<file path="src/hw/rtl/evad_pkg.sv">
`timescale 1ns / 1ps
package evad_pkg;

  typedef enum logic [1:0] {
    ACT_SAMPLE    = 2'd0,
    ACT_BLOCK_END = 2'd1,
    ACT_STOP      = 2'd2
  } action_e;

  typedef enum logic [1:0] {
    RSN_NONE    = 2'd0,
    RSN_SILENCE = 2'd1,
    RSN_MAX_DUR = 2'd2,
    RSN_MANUAL  = 2'd3
  } reason_e;

  localparam int unsigned CfgIdxW = 3;
  localparam int unsigned CfgDataW = 24;

  localparam logic [CfgIdxW-1:0] REG_BLOCK_LEN   = 3'd0;
  localparam logic [CfgIdxW-1:0] REG_VOICE_START = 3'd1;
  localparam logic [CfgIdxW-1:0] REG_HANGOVER    = 3'd2;
  localparam logic [CfgIdxW-1:0] REG_MAX_UTT     = 3'd3;
  localparam logic [CfgIdxW-1:0] REG_THRESHOLD   = 3'd4;

  localparam logic [9:0]  BlockLenRst   = 10'd20;
  localparam logic [15:0] VoiceStartRst = 16'd100;
  localparam logic [15:0] HangoverRst   = 16'd800;
  localparam logic [23:0] MaxUttRst     = 24'd15000;
  localparam logic [15:0] ThresholdRst  = 16'd1200;

  localparam int unsigned UttW = 25;
  localparam int unsigned RunW = 17;
  localparam int unsigned LevelW = 7;

  // peak / 300 by reciprocal multiply, exact for peak below the clamp point
  localparam logic [6:0]  LevelCap = 7'd100;
  localparam int unsigned LevelClampPeak = 30000;
  localparam logic [15:0] LevelRecip = 16'd55925;
  localparam int unsigned LevelShift = 24;

  // result tdata layout, lowest bit up
  localparam int unsigned OutDataW = 32;
  localparam int unsigned OutLevelLsb = 0;
  localparam int unsigned OutPeakLsb = 7;
  localparam int unsigned OutVoicedBit = 23;
  localparam int unsigned OutSeenBit = 24;
  localparam int unsigned OutStoppedBit = 25;
  localparam int unsigned OutReasonLsb = 26;

  typedef struct packed {
    logic [9:0]  block_len;
    logic [15:0] voice_start;
    logic [15:0] hangover;
    logic [23:0] max_utt;
    logic [15:0] threshold;
  } cfg_t;

endpackage

</file>
<file path="src/hw/rtl/evad_cfg.sv">
`timescale 1ns / 1ps
module evad_cfg (
  input  logic                            clk_i,
  input  logic                            rst_ni,
  input  logic                            cfg_valid_i,
  output logic                            cfg_ready_o,
  input  logic [evad_pkg::CfgIdxW-1:0]    cfg_index_i,
  input  logic [evad_pkg::CfgDataW-1:0]   cfg_data_i,
  output evad_pkg::cfg_t                  cfg_o
);
  import evad_pkg::*;

  cfg_t cfg_q, cfg_d;

  assign cfg_ready_o = 1'b1;

  always_comb begin
    cfg_d = cfg_q;
    if (cfg_valid_i) begin
      case (cfg_index_i)
        REG_BLOCK_LEN:   cfg_d.block_len   = cfg_data_i[9:0];
        REG_VOICE_START: cfg_d.voice_start = cfg_data_i[15:0];
        REG_HANGOVER:    cfg_d.hangover    = cfg_data_i[15:0];
        REG_MAX_UTT:     cfg_d.max_utt     = cfg_data_i[23:0];
        REG_THRESHOLD:   cfg_d.threshold   = cfg_data_i[15:0];
        default:         cfg_d = cfg_q;
      endcase
    end
  end

  always_ff @(posedge clk_i or negedge rst_ni) begin
    if (!rst_ni) begin
      cfg_q.block_len   <= BlockLenRst;
      cfg_q.voice_start <= VoiceStartRst;
      cfg_q.hangover    <= HangoverRst;
      cfg_q.max_utt     <= MaxUttRst;
      cfg_q.threshold   <= ThresholdRst;
    end else begin
      cfg_q <= cfg_d;
    end
  end

  assign cfg_o = cfg_q;

endmodule

</file>
<file path="src/hw/rtl/energy_vad_endpointer.sv">
// channel   | dir | handshake                    | payload
// s_axis    | in  | s_axis_tvalid / s_axis_tready | tdata sample, tuser action, tlast block end
// m_axis    | out | m_axis_tvalid / m_axis_tready | tdata level, peak, flags, halt cause
// cfg       | in  | cfg_valid_i / cfg_ready_o     | cfg_index_i, cfg_data_i
// one request per cycle on s_axis unless stalled; only block ends and stops give results
// stage 1 registers the action and sample magnitude, stage 2 updates the
// block state and loads the result register in the same cycle
// the state step in stage 2 sets the rate: one request per cycle while not stalled
// m_axis_tready low holds both stages once the result register is full
// reset clears valid flags and block state and loads cfg defaults; cfg is always ready
`timescale 1ns / 1ps
module energy_vad_endpointer #(
  parameter int unsigned SAMPLE_BITS = 16
) (
  input  logic                                  clk_i,
  input  logic                                  rst_ni,
  input  logic                                  s_axis_tvalid,
  output logic                                  s_axis_tready,
  input  logic [((SAMPLE_BITS+7)/8)*8-1:0]      s_axis_tdata,  // sample
  input  logic [1:0]                            s_axis_tuser,  // action
  input  logic                                  s_axis_tlast,  // block end
  output logic                                  m_axis_tvalid,
  input  logic                                  m_axis_tready,
  // level, block_peak, voiced, speech_seen, stopped, halt_cause
  output logic [evad_pkg::OutDataW-1:0]         m_axis_tdata,
  input  logic                                  cfg_valid_i,
  output logic                                  cfg_ready_o,
  input  logic [evad_pkg::CfgIdxW-1:0]          cfg_index_i,
  input  logic [evad_pkg::CfgDataW-1:0]         cfg_data_i
);
  import evad_pkg::*;

  localparam int unsigned CmpW = (SAMPLE_BITS > 16) ? SAMPLE_BITS : 16;

  cfg_t cfg;

  evad_cfg u_cfg (
    .clk_i       (clk_i),
    .rst_ni      (rst_ni),
    .cfg_valid_i (cfg_valid_i),
    .cfg_ready_o (cfg_ready_o),
    .cfg_index_i (cfg_index_i),
    .cfg_data_i  (cfg_data_i),
    .cfg_o       (cfg)
  );

  // stage 1
  logic                   s1_valid_q, s1_valid_d;
  action_e                act_q;
  logic [SAMPLE_BITS-1:0] mag_q, mag_d;
  logic                   last_q;
  logic                   s2_adv;
  logic                   in_acc;
  logic [SAMPLE_BITS-1:0] raw;

  assign raw = s_axis_tdata[SAMPLE_BITS-1:0];
  assign mag_d = raw[SAMPLE_BITS-1] ? (~raw + 1'b1) : raw;

  assign s2_adv = s1_valid_q && (!m_axis_tvalid || m_axis_tready);
  assign s_axis_tready = !s1_valid_q || s2_adv;
  assign in_acc = s_axis_tvalid && s_axis_tready;
  assign s1_valid_d = in_acc ? 1'b1 : (s2_adv ? 1'b0 : s1_valid_q);

  always_ff @(posedge clk_i or negedge rst_ni) begin
    if (!rst_ni) begin
      s1_valid_q <= 1'b0;
    end else begin
      s1_valid_q <= s1_valid_d;
    end
  end

  always_ff @(posedge clk_i) begin
    if (in_acc) begin
      act_q  <= action_e'(s_axis_tuser);
      mag_q  <= mag_d;
      last_q <= s_axis_tlast;
    end
  end

  // block state
  logic [SAMPLE_BITS-1:0] peak_q, peak_d;
  logic [UttW-1:0]        utt_q, utt_d;
  logic [RunW-1:0]        run_q, run_d;
  logic [RunW-1:0]        sil_q, sil_d;
  logic [LevelW-1:0]      lvl_q, lvl_d;
  logic                   seen_q, seen_d;
  logic                   stop_q, stop_d;
  reason_e                reason_q, reason_d;

  logic [SAMPLE_BITS-1:0] pk_max, fin_peak;
  logic [CmpW-1:0]        peak_ext;
  logic [30:0]            lvl_prod;
  logic [LevelW-1:0]      lvl_new;
  logic                   voiced;
  logic [UttW:0]          utt_sum;
  logic [RunW:0]          run_sum, sil_sum;
  logic                   finish, manual, emit;

  assign pk_max = (mag_q > peak_q) ? mag_q : peak_q;
  assign fin_peak = (act_q == ACT_SAMPLE) ? pk_max : peak_q;
  assign peak_ext = CmpW'(fin_peak);
  assign lvl_prod = 31'(peak_ext[14:0]) * 31'(LevelRecip);
  assign lvl_new = (peak_ext >= CmpW'(LevelClampPeak)) ? LevelCap
                                                       : lvl_prod[LevelShift +: LevelW];
  assign voiced = peak_ext >= CmpW'(cfg.threshold);
  assign utt_sum = {1'b0, utt_q} + (UttW+1)'(cfg.block_len);
  assign run_sum = {1'b0, run_q} + (RunW+1)'(cfg.block_len);
  assign sil_sum = {1'b0, sil_q} + (RunW+1)'(cfg.block_len);

  always_comb begin
    finish = 1'b0;
    manual = 1'b0;
    if (s2_adv && !stop_q) begin
      case (act_q)
        ACT_SAMPLE:    finish = last_q;
        ACT_BLOCK_END: finish = 1'b1;
        ACT_STOP:      manual = 1'b1;
        default:       finish = 1'b0;
      endcase
    end
  end

  always_comb begin
    peak_d   = peak_q;
    utt_d    = utt_q;
    run_d    = run_q;
    sil_d    = sil_q;
    lvl_d    = lvl_q;
    seen_d   = seen_q;
    stop_d   = stop_q;
    reason_d = reason_q;
    if (s2_adv && !stop_q && act_q == ACT_SAMPLE && !last_q) begin
      peak_d = pk_max;
    end
    if (finish) begin
      peak_d = '0;
      lvl_d  = lvl_new;
      utt_d  = utt_sum[UttW] ? '1 : utt_sum[UttW-1:0];
      if (voiced) begin
        run_d = run_sum[RunW] ? '1 : run_sum[RunW-1:0];
        sil_d = '0;
        if (run_d >= RunW'(cfg.voice_start)) begin
          seen_d = 1'b1;
        end
      end else begin
        run_d = '0;
        sil_d = sil_sum[RunW] ? '1 : sil_sum[RunW-1:0];
      end
      if (seen_d && sil_d >= RunW'(cfg.hangover)) begin
        stop_d   = 1'b1;
        reason_d = RSN_SILENCE;
      end else if (utt_d >= UttW'(cfg.max_utt)) begin
        stop_d   = 1'b1;
        reason_d = RSN_MAX_DUR;
      end
    end
    if (manual) begin
      stop_d   = 1'b1;
      reason_d = RSN_MANUAL;
    end
  end

  always_ff @(posedge clk_i or negedge rst_ni) begin
    if (!rst_ni) begin
      peak_q   <= '0;
      utt_q    <= '0;
      run_q    <= '0;
      sil_q    <= '0;
      lvl_q    <= '0;
      seen_q   <= 1'b0;
      stop_q   <= 1'b0;
      reason_q <= RSN_NONE;
    end else begin
      peak_q   <= peak_d;
      utt_q    <= utt_d;
      run_q    <= run_d;
      sil_q    <= sil_d;
      lvl_q    <= lvl_d;
      seen_q   <= seen_d;
      stop_q   <= stop_d;
      reason_q <= reason_d;
    end
  end

  // result register
  logic                out_valid_q, out_valid_d;
  logic [OutDataW-1:0] out_data_q, out_data_d;

  assign emit = finish || manual;

  always_comb begin
    out_data_d = '0;
    out_data_d[OutLevelLsb +: LevelW] = lvl_d;
    out_data_d[OutPeakLsb +: 16]      = manual ? 16'd0 : peak_ext[15:0];
    out_data_d[OutVoicedBit]          = manual ? 1'b0 : voiced;
    out_data_d[OutSeenBit]            = seen_d;
    out_data_d[OutStoppedBit]         = stop_d;
    out_data_d[OutReasonLsb +: 2]     = reason_d;
  end

  assign out_valid_d = emit ? 1'b1 : (m_axis_tready ? 1'b0 : out_valid_q);

  always_ff @(posedge clk_i or negedge rst_ni) begin
    if (!rst_ni) begin
      out_valid_q <= 1'b0;
    end else begin
      out_valid_q <= out_valid_d;
    end
  end

  always_ff @(posedge clk_i) begin
    if (emit) begin
      out_data_q <= out_data_d;
    end
  end

  assign m_axis_tvalid = out_valid_q;
  assign m_axis_tdata  = out_data_q;

endmodule

</file>
<file path="config.mk">
export PLATFORM = sky130hd
export DESIGN_NAME = energy_vad_endpointer
export DESIGN_NICKNAME = d
export VERILOG_FILES = /design/src/hw/rtl/evad_pkg.sv /design/src/hw/rtl/evad_cfg.sv /design/src/hw/rtl/energy_vad_endpointer.sv
export SDC_FILE = /design/constraint.sdc
export NUM_CORES = 1
export LEC_CHECK = 0
export BUFFER_PORTS_ARGS = -buffer_cell sky130_fd_sc_hd__buf_2
export CORE_AREA = 8 8 179 181
export CTS_BUF_LIST = sky130_fd_sc_hd__clkbuf_4
export DETAILED_ROUTE_END_ITERATION = 8
export DIE_AREA = 0 0 187 189
export PLACE_DENSITY = 0.78
export SYNTH_ARGS = -nofsm -noshare
export SYNTH_HDL_FRONTEND = slang
export SYNTH_HIERARCHICAL = 1
export SYNTH_SLANG_ARGS = --single-unit
</file>
<file path="constraint.sdc">
create_clock -name clk_i -period 12.55 [get_ports clk_i]
set_clock_uncertainty 0.1 [all_clocks]
set_input_delay 2.51 -clock clk_i [delete_from_list [all_inputs] [get_ports clk_i]]
set_output_delay 2.51 -clock clk_i [all_outputs]
set_load 0.05 [all_outputs]
</file>
Word-level counts from Yosys, hierarchy flattened. Index checks and enable logic that the tools add are counted.

Shift operators: 0. Reductions and logical operators: 23. Add/sub/neg operators: 4. Divide/modulo/power cells: 0. Order comparisons: 6. Multiply operators: 1. Mux-type cells: 33. Eq/ne operators: 6. Bitwise operators: 1.

Operators by type and width (count): $mux 17 (5); $mux 16 (4); $add 17x10->18 (2); $ge 17x16->1 (2); $mul 15x16->31 const B (1); $add 25x10->26 (1); $ge 25x24->1 (1); $mux 25 (1); $add 16x1->16 const B (1); $ge 16x15->1 const B (1); $ge 16x16->1 (1); $gt 16x16->1 (1); $not 16->16 (1); $mux 1 (15); $mux 15 (1); $mux 7 (2); $reduce_and 2->1 (5); $mux 2 (4); $eq 3x2->1 const B (2); $logic_and 1x1->1 (6); $reduce_bool 2->1 (3); $logic_not 1->1 (4); $eq 3x1->1 const B (1); $eq 3x3->1 const B (1); 6 further kinds (8).

Bits in latches: 0. Bits in registers: 217. Memories kept: 0. Bits in writable memories: 0. Input port bits: 51. Bits in read-only memories: 0.

Depth between registers and ports, before layout. Gate-level depths: netlist of the first run.

Depth after elaboration: 11. Mapped depth: 33.

Modules after synthesis. The synthesis of the first run kept the hierarchy.

Modules (own cells, without submodules): energy_vad_endpointer (area an instance 14024.7 um^2, cells an instance 1521, instances 1); evad_cfg (area an instance 3275.6 um^2, cells an instance 180, instances 1).

Least setup slack after synthesis of the first run. Ideal clock, no wire load.

Path kind: flip-flop to flip-flop. Start point: register mag_q[15]. End point: register out_data_q[6] (netlist: m_axis_tdata[6]) (data pin). Buffers on the path: 3. Arrival: 7775 ps. Slack: 4413 ps. Data required time: 12189 ps. Clock period less this slack: 8137 ps. Setup time: 261 ps. Cell stages (with the launch flop): 30. Cell sequence: edfxtp_1 ha_1 nand4_2 or3_1 a21o_1 a41oi_2 buf_6 buf_4 buf_2 nor2_1 a21oi_1 fa_1 fa_1 inv_1 fa_1 fa_1 fa_1 inv_1 fa_1 inv_1 ha_1 nand4_1 nor3_1 or3b_2 a311oi_1 nor2_1 nand2_1 a31oi_1 xnor2_1 o22a_1.

Cells in the longest elaborated chain, start to end: 6.

RTL lines: from (decl) (RTL line energy_vad_endpointer.sv:50) `logic [SAMPLE_BITS-1:0] mag_q, mag_d;`; from (signal assigned) (RTL line energy_vad_endpointer.sv:75) `mag_q <= mag_d;`; $gt 16x16->1 (RTL line energy_vad_endpointer.sv:99) `assign pk_max = (mag_q > peak_q) ? mag_q : peak_q;`; $mux 16 (*) (RTL line energy_vad_endpointer.sv:99); $mux 16 (*) (RTL line energy_vad_endpointer.sv:100) `assign fin_peak = (act_q == ACT_SAMPLE) ? pk_max : peak_q;`; $mul 15x16->31 or $ge 16x15->1 (tied branches) (RTL line energy_vad_endpointer.sv:102, energy_vad_endpointer.sv:103); $mux 7 (*) (RTL line energy_vad_endpointer.sv:103) `assign lvl_new = (peak_ext >= CmpW'(LevelClampPeak)) ? LevelCap`; $mux 7 (*) (RTL line energy_vad_endpointer.sv:135) `if (finish) begin`; net lvl_d[6] (RTL line energy_vad_endpointer.sv:85) `logic [LevelW-1:0] lvl_q, lvl_d;`; to (signal assigned) (RTL line energy_vad_endpointer.sv:213) `out_data_q <= out_data_d;`; to (decl) (RTL line energy_vad_endpointer.sv:187) `logic [OutDataW-1:0] out_data_q, out_data_d;`.

Mark *: on every way through the listed nets, which the timed path passes. The rest lies on a longest branch. A chain may end at the register's enable or synchronous reset.

Worst setup path in the final report of the first run.
Start point: register mag_q[13]. End point: register out_data_q[6] (netlist: m_axis_tdata[6]) (data pin).

Cells in the longest elaborated chain, start to end: 6.

RTL lines: $gt 16x16->1 (*) (RTL line energy_vad_endpointer.sv:99); $mux 16 (*) (RTL line energy_vad_endpointer.sv:99); $mux 16 (*) (RTL line energy_vad_endpointer.sv:100); net fin_peak[6] (RTL line energy_vad_endpointer.sv:90) `logic [SAMPLE_BITS-1:0] pk_max, fin_peak;`; $mul 15x16->31 or $ge 16x15->1 (tied branches) (RTL line energy_vad_endpointer.sv:102, energy_vad_endpointer.sv:103); $mux 7 (*) (RTL line energy_vad_endpointer.sv:103); $mux 7 (*) (RTL line energy_vad_endpointer.sv:135); net lvl_d[6] (RTL line energy_vad_endpointer.sv:85).

Marks and branches as above.

==> metrics.md, run 1 <==
| Metric | Value |
|---|---|
| Vias/cell | 5.642 |
| CTS max path bufs | 3 |
| GRT Total Usage | 0.2342 |
| Port buffer count | 80 |
| Worst Slack Setup Final | 3.936 ns |
| Hold buffers post-CTS | 0 |
| Worst skew pair latency | 0.74 ns |
| Max Cap Viol | 0 |
| Initial core utilization | 0.5916 |
| Die Wd | 187 um |
| Iter 0 DRT Violations | 901 |
| Rel. slew slack | 0.1980 |
| Post-synth ARST share | 0.7834 |
| CTS tree | built |
| Setup TNS | 0 ns |
| Arrival time at the worst endpoint | 8.93 ns |
| Synth Cell Area | 17300 um2 |
| Final wirelength | 40940 um |
| Top Ports | 86 |
| Syn Inst Count | 1701 |
| Initial antenna violation count | 1 |
| Worst hold path class | flop to flop |
| Worst-margin pin slew | 1.197 ns |
| Max Freq | 116.1 MHz |
| Clock sink total | 217 |
| Yosys top cell by area | dfrtp_1 |
| Fin crit share | 0.6864 |
| Clock-pin slew on the worst setup and hold paths | 0.06 ns |
| RSZ-0062 raised after global routing | false |
| Layout net count | 2182 |
| Worst R2R Path Depth | 27 |
| Hold Fails Final Rpt | 0 |
| Post-CTS Resized | 0 |
| Vias in the first global route | 13170 |
| Drt drc | 0 |
| CP required | 12.87 ns |
| Most common library cells after synthesis | inv_1 (239), ha_1 (236), nand2_1 (174), dfrtp_1 (151), fa_1 (90) |
| Max Slew Vio Count | 0 |
| Placer Congestion | 0.9225 |
| Critical Path End Type | flop |
| Layout area overhead | 8.505% |
| Post-detailed-placement half-perimeter wirelength | 31340 um |
| Share of cells above drive strength 1 | 0.1742 |
| Reg2Reg Setup Slack | 3.94 ns |
| Via count | 12670 |
| Finish-stage setup viols | 0 |
| Global-route wire length before repair | 67540 um |
| CTS root buf | clkbuf_4 |
| Status | finished clean |
| Crit Reg-Reg Endpoint | m_axis_tdata[6] |
| Die span in y | 189 um |
| Core ar. | 29240 um2 |
| Final worst path period need | 8.614 ns |
| Worst setup SP type | flop |
| Flops & latches, synth | 217 |
| WHS Path Cells | 2 |
| Sequential fraction of the synthesis area | 0.3288 |
| Row count | 63 |
| Synth Warn # | 6 |
| CTS buffer count | 57 |
| Post-synth EDFFs | 47 |
| CP Max Fanout | 31 |
| Routed WL per cell | 18.24 um |
| Largest net degree at the start of global routing | 95 |
| Reg-to-reg startpoint | mag_q[13] |
| Worst Setup Path Type | flop to flop |
| H-tree Lvls | 2 |
| DIE AREA | 35340 um2 |
| Main flop type after synthesis | dfrtp_1 |
| Remaining Overflow, GRT | 0 |
| Synth top area cells | dfrtp_1 (22%), ha_1 (17%), fa_1 (10%) |
| Syn_area_per_cell | 10.17 um2 |
| DRT antenna net count | 0 |
| DR pass1 iterations | 5 |
| Post-synth top area share | 0.2184 |
| Postcts setup bufs | 0 |
| Min-delay src | run_q[7] |
| Place WS | 4.011 ns |
| Hold endpoint | run_q[7] |
| Post-synth cell types | 78 |
| Most frequent cell after synthesis | inv_1 |
-- per-stage QoR --
step,hold slack (ns),instance area [um2],cells,utilization
detailed placement,0.3650,18020,2136,0.6161
global route,0.4071,18770,2245,0.6419
CTS,0.3790,18770,2244,0.6418
finish,0.3748,18770,2245,0.6419
global placement,0.3599,18020,2136,0.6161
floorplan,0.3404,17310,1704,-
-- routing by layer --
metal	up-vias	GRT usage	part of all wire
li1	6088	-	-
met1	6155	0.3144	0.45
met2	358	0.3867	0.47
met3	66	0.03882	0.056
met4	0	0.06933	0.022
met5	-	0	0
-- cell type report --
type                            count  area, um2
Fill cell                        2302      10470
Tap cell                          390      488.0
Clock inverter                     32      180.2
Inverter                          239      897.1
Timing Repair Buffer               93      504.2
Sequential cell                   217       5689
Clock buffer                       76      570.5
Multi-Input combinational cell   1197      10440
Antenna cell                        1      2.502
-- cell families after synthesis --
| kind of cell | after synthesis | share of synthesized area |
|---|---|---|
| simple gates | 418 | 0.1142 |
| fa+ha+maj | 326 | 0.2748 |
| compound gates | 290 | 0.1125 |
| buf+inv | 290 | 0.06936 |
| flops | 217 | 0.3288 |
| mux | 96 | 0.06849 |
| xor+xnor | 62 | 0.03139 |
| other cells | 2 | 0.0004341 |
-- registers in the layout, summed over array words and instances (netlist names), 7 cells and up --
| signal | count |
|---|---|
| lvl_q | 7 |
| mag_q | 16 |
| utt_q | 25 |
| sil_q | 17 |
| run_q | 17 |
| u_cfg/cfg_o | 82 |
| m_axis_tdata | 28 |
| peak_q | 16 |
-- worst max path at each step --
stage / to / slack, ns / startpoint / depth (start not counted)
after CTS: m_axis_tdata[6] / 3.94 / mag_q[13] / 28
after global placement: m_axis_tdata[6] / 4.15 / mag_q[15] / 27
after floorplan: m_axis_tdata[6] / 4.41 / mag_q[15] / 29
after detailed placement: m_axis_tdata[6] / 4.01 / mag_q[11] / 28
final: m_axis_tdata[6] / 3.94 / mag_q[13] / 27
after global routing: m_axis_tdata[6] / 3.39 / mag_q[13] / 27
-- worst max-delay path, stage by stage, from the launching register on --
cell and delay, ns:
edfxtp_1 0.43, ha_1 0.34, nand4_2 0.17, or3_1 0.40, a21o_1 0.20, a41oi_2 0.25
buf_4 0.37, nor2_1 0.08, a21oi_1 0.53, inv_1 0.27, ha_1 0.34, fa_1 0.47
fa_1 0.58, fa_1 0.44, fa_1 0.54, inv_1 0.05, fa_1 0.49, inv_1 0.04
ha_1 0.30, nand4_1 0.14, nor3_1 0.20, or3b_2 0.48, a311oi_1 0.45, nor2_1 0.12
nand2_1 0.10, a31oi_1 0.10, xnor2_1 0.13, o22a_1 0.17
-- cells in the final DEF (no fill, tap or decap), types with 35 or more instances in the layout --
master / count
nand3_1: 41
clkbuf_4: 76
o21ai_0: 54
xnor2_1: 35
a21oi_1: 66
nand2_1: 174
nor2_1: 82
mux2_2: 59
buf_2: 79
inv_1: 239
ha_1: 236
dfrtp_1: 151
fa_1: 90
edfxtp_1: 47
Power of run 1 is not shown: default switching activity piles up to over one toggle a cycle in this logic, so the estimate is an artifact.
==> run 2: changes to the inputs <==
clock period = 8.7 ns   (was 12.55 ns; I/O delays follow)
==> metrics.md, run 2 (same netlist as run 1, synthesis figures left out) <==
| Metric | Value |
|---|---|
| Reg-to-reg startpoint | mag_q[15] |
| Routed WL per cell | 18.40 um |
| Share of cells above drive strength 1 | 0.1866 |
| Top Ports | 86 |
| Arrival time at the worst endpoint | 8.62 ns |
| Worst hold slack | 0.3822 ns |
| Most common cell after layout, fill and taps aside | inv_1 |
| DR pass1 iterations | 6 |
| Final worst path period need | 8.245 ns |
| Worst R2R Path Depth | 29 |
| Worst skew pair latency | 0.78 ns |
| Hold endpoint | run_q[6] |
| Layout area overhead | 9.243% |
| Drt drc | 0 |
| Reg2Reg Setup Slack | 0.45 ns |
| Layout net count | 2193 |
| Post-detailed-placement half-perimeter wirelength | 31800 um |
| CTS buffer count | 58 |
| CTS max path bufs | 3 |
| Final wirelength | 41510 um |
| Max reg flops | 82 |
| Status | finished clean |
| Worst-margin pin slew | 1.203 ns |
| Hold buffers post-CTS | 0 |
| Remaining Overflow, GRT | 0 |
| Min-delay src | run_q[6] |
| Max Cap Viol | 0 |
| Fin crit share | 0.9477 |
| CTS root buf | clkbuf_4 |
| Max Freq | 121.3 MHz |
| Delay of the slowest critical-path stage | 0.54 ns |
| Worst Setup Path Type | flop to flop |
| Crit Reg-Reg Endpoint | m_axis_tdata[6] |
| Postcts setup bufs | 0 |
| Worst setup SP type | flop |
| Via count | 12810 |
| Global-route wire length before repair | 68490 um |
| Finish-stage setup viols | 0 |
| Core Util, Final | 0.6463 |
| Most frequent cells in the layout | inv_1 (239), ha_1 (236), nand2_1 (174) |
| Storage cell area | 5689 um2 |
| Initial core utilization | 0.5916 |
| Vias/cell | 5.676 |
| Iter 0 DRT Violations | 885 |
| Rel. slew slack | 0.1938 |
| DIE AREA | 35340 um2 |
| Die span in y | 189 um |
| Port buffer count | 80 |
| GRT Total Usage | 0.2381 |
| Worst hold path class | flop to flop |
| Row count | 63 |
| Footprint of the multi-input gates | 10470 um2 |
| CP Max Fanout | 7 |
| Filler cells | 2331 |
| CP required | 9.07 ns |
| Die Wd | 187 um |
| Hold Fails Final Rpt | 0 |
| DRT antenna net count | 0 |
| Placer Congestion | 0.9277 |
| Vias in the first global route | 13490 |
| Critical Path End Type | flop |
| Slowest stage cell, crit path | fa_1 |
| WHS Path Cells | 2 |
| CTS tree | built |
| Clock-pin slew on the worst setup and hold paths | 0.07 ns |
| Initial antenna violation count | 2 |
| H-tree Lvls | 2 |
| Core ar. | 29240 um2 |
| Post-CTS Resized | 0 |
| Largest net degree at the start of global routing | 106 |
| Clock sink total | 217 |
| Max Slew Vio Count | 0 |
run 2: cell types whose count changed in the layout (fill, tap and decap cells not counted), sizes merged:
cell / previous run / this run
inv: 241 / 240
bufinv: 1 / 0
clkinv: 29 / 13
clkinvlp: 0 / 1
clkbuf: 76 / 94
buf: 93 / 103
run 2: layout make-up:
type,instances,area share
clock inverters,15,0.003509
repair buffers,103,0.03065
flip-flops and latches,217,0.3010
multi-input cells,1197,0.5541
well taps,390,0.02582
clock buffers,94,0.03734
diodes,1,0.0001324
inverters,239,0.04747
run 2: critical path, delay by kind of cell (launching register included):
family	cells	cell delay, ns
AOI/OAI and AO/OA	6	1.39
adders and majority gates	8	3.66
and+or+nand+nor	8	1.68
buffers and inverters	6	0.62
DFF	1	0.42
xor gates and xnor gates	1	0.14
run 2: per-stage QoR:
| stage | TNS [ns] | instance area (um2) | std cells | worst slack (ns) |
|---|---|---|---|---|
| 3_3_place_gp | 0 | 18090 | 2146 | 0.4399 |
| 6_report | 0 | 18900 | 2256 | 0.4549 |
| 4_1_cts | 0 | 18870 | 2255 | 0.2831 |
| 3_5_place_dp | 0 | 18090 | 2146 | 0.2790 |
| 2_1_floorplan | 0 | 17310 | 1704 | 0.5633 |
| 5_1_grt | -0.004776 | 18900 | 2256 | -0.004776 |
run 2: worst max-delay path by stage:
| stage | from | to | depth (start not counted) |
|---|---|---|---|
| floorplan | mag_q[15] | m_axis_tdata[6] | 29 |
| global placement | mag_q[15] | m_axis_tdata[6] | 27 |
| detailed placement | mag_q[15] | m_axis_tdata[6] | 27 |
| CTS | mag_q[15] | m_axis_tdata[6] | 27 |
| global route | mag_q[11] | m_axis_tdata[6] | 29 |
| finish | mag_q[15] | m_axis_tdata[6] | 29 |
run 2: routing by layer:
layer	vias up	global-route usage	wire length, um
met2	399	0.3852	19050
met1	6199	0.3156	18470
li1	6107	-	-
met4	2	0.1023	1561
met5	-	0	13
met3	98	0.03716	2410
Power of run 2 is left out for the same reason.
